## config.mk

```make
export PLATFORM = sky130hd
export DESIGN_NAME = priority_task_scheduler_core
export DESIGN_NICKNAME = d
export VERILOG_FILES = /design/src/rtl/pts_pkg.sv /design/src/rtl/pts_link_mem.sv /design/src/rtl/pts_step.sv /design/src/rtl/priority_task_scheduler_core.sv
export SDC_FILE = /design/constraint.sdc
export NUM_CORES = 2
export LEC_CHECK = 0
export ABC_AREA = 1
export BUFFER_PORTS_ARGS = -buffer_cell sky130_fd_sc_hd__buf_2
export CAP_MARGIN = 20
export CORE_MARGIN = 4
export CORE_UTILIZATION = 45
export CTS_CLUSTER_SIZE = 10
export DETAILED_ROUTE_END_ITERATION = 10
export SYNTH_ARGS = -nofsm -noshare
export SYNTH_HDL_FRONTEND = slang
export SYNTH_SLANG_ARGS = --single-unit
```

## constraint.sdc

```tcl
create_clock -name clk -period 21.1 [get_ports clk]
set_input_delay 3.165 -clock clk [delete_from_list [all_inputs] [get_ports clk]]
set_output_delay 3.165 -clock clk [all_outputs]
set_load 0.01 [all_outputs]
```

## src/rtl/pts_pkg.sv

```systemverilog
// Package for the priority task scheduler: request and result types, codes
// and the level search helper. No dependencies.
package pts_pkg;

  localparam int PRIORITY_LEVELS = 8;
  localparam int MAX_TASKS       = 64;
  localparam int LVL_W           = $clog2(PRIORITY_LEVELS);
  localparam int ID_W            = $clog2(MAX_TASKS);
  localparam int TIME_W          = 48;
  localparam int SLICE_W         = 16;
  localparam int DEPTH_W         = 4;

  localparam logic [DEPTH_W-1:0] DEPTH_MAX     = '1;
  localparam logic [SLICE_W-1:0] SLICE_DEFAULT = SLICE_W'(10);

  typedef enum logic [1:0] {
    MODE_ADD    = 2'd0,
    MODE_SCHED  = 2'd1,
    MODE_LOCK   = 2'd2,
    MODE_UNLOCK = 2'd3
  } mode_t;

  typedef enum logic [1:0] {
    STAT_OK         = 2'd0,
    STAT_UNBALANCED = 2'd1,
    STAT_SATURATED  = 2'd2
  } status_t;

  typedef struct packed {
    mode_t              mode;
    logic [ID_W-1:0]    task_id;
    logic [LVL_W-1:0]   task_priority;
    logic               running_still_runnable;
    logic [TIME_W-1:0]  now_msecs;
  } req_t;

  typedef struct packed {
    logic               switched;
    logic               postponed;
    logic [ID_W-1:0]    running_task;
    logic [ID_W-1:0]    previous_task;
    logic [TIME_W-1:0]  previous_run_msecs;
    logic [TIME_W-1:0]  next_switch_msecs;
    status_t            status;
  } rsp_t;

  typedef struct packed {
    logic [PRIORITY_LEVELS-1:0][ID_W-1:0] head;
    logic [PRIORITY_LEVELS-1:0][ID_W-1:0] tail;
    logic [PRIORITY_LEVELS-1:0]           nonempty;
    logic [ID_W-1:0]                      running_id;
    logic [TIME_W-1:0]                    running_start;
    logic [TIME_W-1:0]                    next_switch;
    logic [DEPTH_W-1:0]                   lock_depth;
    logic                                 switch_pending;
  } sched_state_t;

  typedef struct packed {
    logic             link_we;
    logic [ID_W-1:0]  link_addr;
    logic [ID_W-1:0]  link_data;
    logic             level_we;
    logic [ID_W-1:0]  level_addr;
    logic [LVL_W-1:0] level_data;
  } mem_wr_t;

  // Returns the highest priority (lowest numbered) non-empty level.
  function automatic logic [LVL_W-1:0] first_level(input logic [PRIORITY_LEVELS-1:0] ne);
    logic [LVL_W-1:0] r;
    r = '0;
    for (int i = PRIORITY_LEVELS - 1; i >= 0; i--) begin
      if (ne[i]) begin
        r = LVL_W'(i);
      end
    end
    return r;
  endfunction

endpackage

```

## src/rtl/pts_link_mem.sv

```systemverilog
// Task link and task level memories of the scheduler, one write port and one
// registered read port each. Depends on pts_pkg.
module pts_link_mem
  import pts_pkg::*;
(
  input  logic             clk,
  input  mem_wr_t          wr,
  input  logic             rd_en,
  input  logic [ID_W-1:0]  link_rd_addr,
  input  logic [ID_W-1:0]  level_rd_addr,
  output logic [ID_W-1:0]  link_rd_data,
  output logic [LVL_W-1:0] level_rd_data
);

  logic [ID_W-1:0]  queue_next [MAX_TASKS];
  logic [LVL_W-1:0] task_level [MAX_TASKS];

  always_ff @(posedge clk) begin
    if (wr.link_we) begin
      queue_next[wr.link_addr] <= wr.link_data;
    end
    if (wr.level_we) begin
      task_level[wr.level_addr] <= wr.level_data;
    end
    if (rd_en) begin
      link_rd_data  <= queue_next[link_rd_addr];
      level_rd_data <= task_level[level_rd_addr];
    end
  end

endmodule

```

## src/rtl/pts_step.sv

```systemverilog
// Next-state and result logic for one scheduler request: append, dequeue,
// requeue, lock and unlock. Depends on pts_pkg.
module pts_step
  import pts_pkg::*;
(
  input  req_t             req,
  input  sched_state_t     st,
  input  logic [ID_W-1:0]  link_rd_data,
  input  logic [LVL_W-1:0] level_rd_data,
  input  logic [SLICE_W-1:0] timeslice,
  output sched_state_t     st_next,
  output rsp_t             rsp,
  output mem_wr_t          wr
);

  always_comb begin
    logic             do_sched;
    logic             app;
    logic [LVL_W-1:0] app_lv;
    logic [ID_W-1:0]  app_id;
    logic [LVL_W-1:0] lv;
    logic [ID_W-1:0]  nxt_id;

    st_next  = st;
    rsp      = '0;
    wr       = '0;
    do_sched = 1'b0;
    app      = 1'b0;
    app_lv   = req.task_priority;
    app_id   = req.task_id;
    lv       = first_level(st.nonempty);
    nxt_id   = st.head[lv];

    unique case (req.mode)
      MODE_ADD: begin
        app           = 1'b1;
        wr.level_we   = 1'b1;
        wr.level_addr = req.task_id;
        wr.level_data = req.task_priority;
      end
      MODE_SCHED: begin
        if (st.lock_depth != '0) begin
          st_next.switch_pending = 1'b1;
          rsp.postponed          = 1'b1;
        end else begin
          do_sched = 1'b1;
        end
      end
      MODE_LOCK: begin
        if (st.lock_depth == DEPTH_MAX) begin
          rsp.status = STAT_SATURATED;
        end else begin
          st_next.lock_depth = st.lock_depth + 1'b1;
        end
      end
      MODE_UNLOCK: begin
        if (st.lock_depth == '0) begin
          rsp.status = STAT_UNBALANCED;
        end else begin
          st_next.lock_depth = st.lock_depth - 1'b1;
          if (st.lock_depth == DEPTH_W'(1) && st.switch_pending) begin
            st_next.switch_pending = 1'b0;
            do_sched               = 1'b1;
          end
        end
      end
      default: begin
      end
    endcase

    if (do_sched && (st.nonempty != '0)) begin
      if (st.head[lv] == st.tail[lv]) begin
        st_next.nonempty[lv] = 1'b0;
      end else begin
        st_next.head[lv] = link_rd_data;
      end
      if (req.running_still_runnable) begin
        app    = 1'b1;
        app_lv = level_rd_data;
        app_id = st.running_id;
      end
      rsp.switched           = 1'b1;
      rsp.previous_task      = st.running_id;
      rsp.previous_run_msecs = req.now_msecs - st.running_start;
      st_next.running_id     = nxt_id;
      st_next.running_start  = req.now_msecs;
      st_next.next_switch    = req.now_msecs + TIME_W'(timeslice);
    end

    if (app) begin
      if (st_next.nonempty[app_lv]) begin
        wr.link_we                = 1'b1;
        wr.link_addr              = st_next.tail[app_lv];
        wr.link_data              = app_id;
        st_next.tail[app_lv]      = app_id;
      end else begin
        st_next.head[app_lv]      = app_id;
        st_next.tail[app_lv]      = app_id;
        st_next.nonempty[app_lv]  = 1'b1;
      end
    end

    rsp.running_task      = st_next.running_id;
    rsp.next_switch_msecs = st_next.next_switch;
  end

endmodule

```

## src/rtl/priority_task_scheduler_core.sv

```systemverilog
// Top level of the strict priority multilevel FIFO task scheduler.
// Depends on pts_pkg, pts_link_mem and pts_step.
//
//   channel   handshake          payload
//   request   start / busy       req (req_t)
//   result    done               rsp (rsp_t)
//   config    cfg_we             cfg_wdata (time slice, ms)
//
// Each request is handled in two steps: the accept edge registers the request and
// reads the link and level memories, the next edge updates the queues and
// registers the result. busy is high in between, and no new request is taken
// while busy is high. done pulses for one cycle; it cannot be held.
// Reset clears all levels, takes task 0 as running and sets the slice to 10.
module priority_task_scheduler_core
  import pts_pkg::*;
(
  input  logic               clk,
  input  logic               rst,
  input  logic               start,
  output logic               busy,
  input  req_t               req,
  output logic               done,
  output rsp_t               rsp,
  input  logic               cfg_we,
  input  logic [SLICE_W-1:0] cfg_wdata
);

  sched_state_t       st;
  sched_state_t       st_next;
  req_t               req_q;
  rsp_t               rsp_next;
  mem_wr_t            wr;
  mem_wr_t            wr_gated;
  logic [SLICE_W-1:0] timeslice;
  logic [ID_W-1:0]    link_rd_data;
  logic [LVL_W-1:0]   level_rd_data;
  logic               accept;

  assign accept = start && !busy;

  always_comb begin
    wr_gated          = wr;
    wr_gated.link_we  = wr.link_we && busy;
    wr_gated.level_we = wr.level_we && busy;
  end

  pts_link_mem u_mem (
    .clk           (clk),
    .wr            (wr_gated),
    .rd_en         (accept),
    .link_rd_addr  (st.head[first_level(st.nonempty)]),
    .level_rd_addr (st.running_id),
    .link_rd_data  (link_rd_data),
    .level_rd_data (level_rd_data)
  );

  pts_step u_step (
    .req           (req_q),
    .st            (st),
    .link_rd_data  (link_rd_data),
    .level_rd_data (level_rd_data),
    .timeslice     (timeslice),
    .st_next       (st_next),
    .rsp           (rsp_next),
    .wr            (wr)
  );

  always_ff @(posedge clk) begin
    if (rst) begin
      busy      <= 1'b0;
      done      <= 1'b0;
      st        <= '0;
      timeslice <= SLICE_DEFAULT;
    end else begin
      if (cfg_we) begin
        timeslice <= cfg_wdata;
      end
      done <= busy;
      if (busy) begin
        busy <= 1'b0;
        st   <= st_next;
      end else if (start) begin
        busy <= 1'b1;
      end
    end
  end

  always_ff @(posedge clk) begin
    if (accept) begin
      req_q <= req;
    end
    if (busy) begin
      rsp <= rsp_next;
    end
  end

`ifndef SYNTH
  a_done_follows_busy: assert property (@(posedge clk) disable iff (rst)
    done |-> $past(busy))
    else $error("Result strobe without a request in flight.");

  a_two_cycle: assert property (@(posedge clk) disable iff (rst)
    busy |=> !busy)
    else $error("Request held for more than one working cycle.");

  a_state_quiet: assert property (@(posedge clk) disable iff (rst)
    !busy |=> $stable(st))
    else $error("Scheduler state changed with no request in flight.");

  a_switch_ok: assert property (@(posedge clk) disable iff (rst)
    done && rsp.switched |-> (rsp.status == STAT_OK) && !rsp.postponed)
    else $error("A switch was reported together with an error or a deferral.");

  a_postpone_pending: assert property (@(posedge clk) disable iff (rst)
    done && rsp.postponed |-> st.switch_pending && (st.lock_depth != '0))
    else $error("Deferred schedule left no pending switch.");
`endif

endmodule

```

==> metrics <==
DRC=0; Top Ports=194; worst path bufs/invs=1; initial antenna violation count=2; WP data required=21.43 ns; Final min period=5.66 ns; vias in the first global route=32,500; Final WS setup=15.44 ns; post_cts resized=0; die height=325 µm; Core Box Area=0.0990 mm²; Critical Path Source=st[107]; synthesized flop and latch total=986; Num CTS Buffers=112; unrepaired setup endpoints after global routing=no; post-CTS setup buffers=0; Async SR Flop Fraction=0; Max Slew Vio Count=0; Final ANT Viol Nets=0; Core Rows=115; Max VDD drop=0.0793 mV; total wire length=125,000 µm; layout cell share with drive strength beyond 1=0.0941; sequential share of the synthesized area=0.605; Max Cap Viol=0; # clock sinks=986; area grow syn2layout=11.9%; Critical Path Fanout Max=98; Fill cells=9,055; Worst setup EP type=flip-flop; Hold WS=0.451 ns; Distinct cells, synth=60; via count=34,300; H-tree depth=3; die width=325 µm; Synth Cell Area=0.0451 mm²; clock transition at the registers of the reported paths=0.05 ns; Root Driver=clkbuf_16; setup TNS=0 ns; r2r endpoint=u_mem.queue_next[46][4]; Leak Pwr=19.2 nW; GP Congestion=0.933; layout net count=4,853; die area=0.105 mm²; DRT Pass-1 Iters=7; DR iter-0 viols=3,382; Crit path max-delay family=simple AND/OR/NAND/NOR gates; Post-synth EDFFs=757; Top FF cell, synth=edfxtp_1; HPWL Detailed=80,000 µm; WP data arrival=5.99 ns; Worst path max stage delay=0.79 ns; critical path type=reg2reg; CTS Hold Bufs=0; Worst Setup Start Kind=flip-flop; Final Hold Vio Count=0; stages on the worst setup path=19; Yosys warning count=0; fmax=177 MHz; largest net degree at the start of global routing=194; critical path, cell by cell=inv_4, nand3_2, nor2_2, nand4_1, nand2_1, nor2_1, nand2_4, nand2_1, nand2_1, nand2_2, nor2_8, nand3_1, nand3_1, nand2_1, nor2_8, nand2_8, nand3b_2, nand3_2, nor2_1; GR Util All Layers=0.230; worst-margin pin slew=1.05 ns; drt via density=5.64; worst setup path end=u_mem.queue_next[46][4]; initial core utilization=0.456; DP Worst Slack=15.49 ns; syn_area_per_cell=9.81 µm²; Worst R2R Path Depth=19; Worst-Skew Late Latency=0.70 ns; R2R setup slack=15.44 ns; CTS tree=yes; Slew headroom=0.300; global-route wire length before repair=192,000 µm; Critical R2R Launch=st[107]; number of cells produced by synthesis=4,601; slowest CP cell=nor2_2; HP Class=reg2reg; hold path start=st[46]; Syn Nets=4,749; global route overflow=0; wire per inst=20.6 µm; n_diodes=0; crit share post-route=0.268; final clock skew=0.0241 ns; most used cell, CP=nand2_1; PwrDens=83.5 mW/mm²; IO Port Bufs=193; Setup Viol. Count Final=0; status=complete, no violations; Longest Clk Path Bufs=3
-- flip-flops by register name (all words and copies together), names as in the netlist, named ones only --
register             count
rsp                    112
timeslice               16
st                     163
u_mem.queue_next       384
u_mem.task_level       192
u_mem.level_rd_data      3
busy                     1
u_mem.link_rd_data       6
done                     1
req_q                   60
-- cells in the final DEF, fill, tap and decap left out, types with 36 or more instances in the layout --
cell type / n
o21bai_1: 55
clkbuf_1: 68
dfxtp_1: 227
nand3_1: 256
ha_1: 66
buf_4: 36
o311ai_0: 50
buf_2: 193
edfxtp_1: 757
inv_1: 405
o32ai_1: 51
clkbuf_16: 112
nand4_1: 51
o211ai_1: 54
nor2_1: 678
o22ai_1: 100
a21oi_1: 231
o21ai_0: 480
nand2_1: 603
-- metal layers --
layer,vias to the layer above,part of all wire,global-route usage
li1,16400,-,-
met1,16400,0.44,0.325
met2,1253,0.46,0.370
met3,227,0.061,0.0318
met4,2,0.032,0.0712
met5,-,0.000056,0
-- metrics by stage --
stage                     std cells  utilization  instance area (µm²)  total power, mW
after floorplan                4601            -                45100             2.35
final                          6078        0.510                50500             4.22
after detailed placement       5878        0.476                47200             2.46
after CTS                      6078        0.510                50500             4.25
after global placement         5877        0.476                47100             2.46
after global routing           6078        0.510                50500             4.37
-- kinds of logic after synthesis --
group           Yosys count  synth area share
xor+xnor                 42           0.00815
simple gates           1732             0.165
buf+inv                 664            0.0575
flops                   986             0.605
compound gates         1108             0.145
fa+ha+maj                68            0.0192
mux                       1          0.000222
-- cell type report --
type | instances | area, µm² | area share
clock buffer | 186 | 3140 | 0.0622
multi-input combinational | 2951 | 15400 | 0.304
sequential | 986 | 27300 | 0.541
inverter | 423 | 1590 | 0.0315
tap | 1287 | 1610 | 0.0319
timing repair buffer | 231 | 1280 | 0.0253
clock inverter | 14 | 215 | 0.00426
-- tightest hold or removal path: stages, from the launching register on --
cell	delay [ns]
dfxtp_1	0.32
nand2_1	0.05
nand2_1	0.06
-- cell usage after synthesis (all sizes together), types with 12 or more instances --
cell type	n	area, µm²
inv	418	1570
o32ai	51	447
buf	43	262
nor4	13	81.3
o21ai	485	2440
xnor2	15	131
o22ai	100	626
xor2	27	236
a22o	15	131
nand4	51	319
o21a	13	97.6
ha	66	826
a22oi	12	90.1
dfxtp	229	4580
nand3b	28	214
nor3	32	165
nand3	271	1430
nor2	709	2770
edfxtp	757	22700
o21bai	55	413
a21oi	232	1170
a31oi	15	93.8
o211ai	54	405
o311ai	50	438
nand2	619	2390
clkbuf	198	744
-- worst min-delay path by stage --
stage              to  slack, ns  depth (start not counted)
5_1_grt        st[60]       0.48                          2
3_3_place_gp   st[49]       0.43                          2
2_1_floorplan  st[49]       0.42                          2
6_report       st[46]       0.45                          2
3_5_place_dp   st[35]       0.44                          2
4_1_cts        st[36]       0.45                          2
-- power by group --
group          leakage (nW)  total, mW  switching (mW)  internal, mW
Clock                  1.60       1.79           0.760          1.03
Sequential             9.34       2.12          0.0188          2.10
Combinational          8.30      0.307           0.219        0.0886
Power figures use the tool's default switching activity.
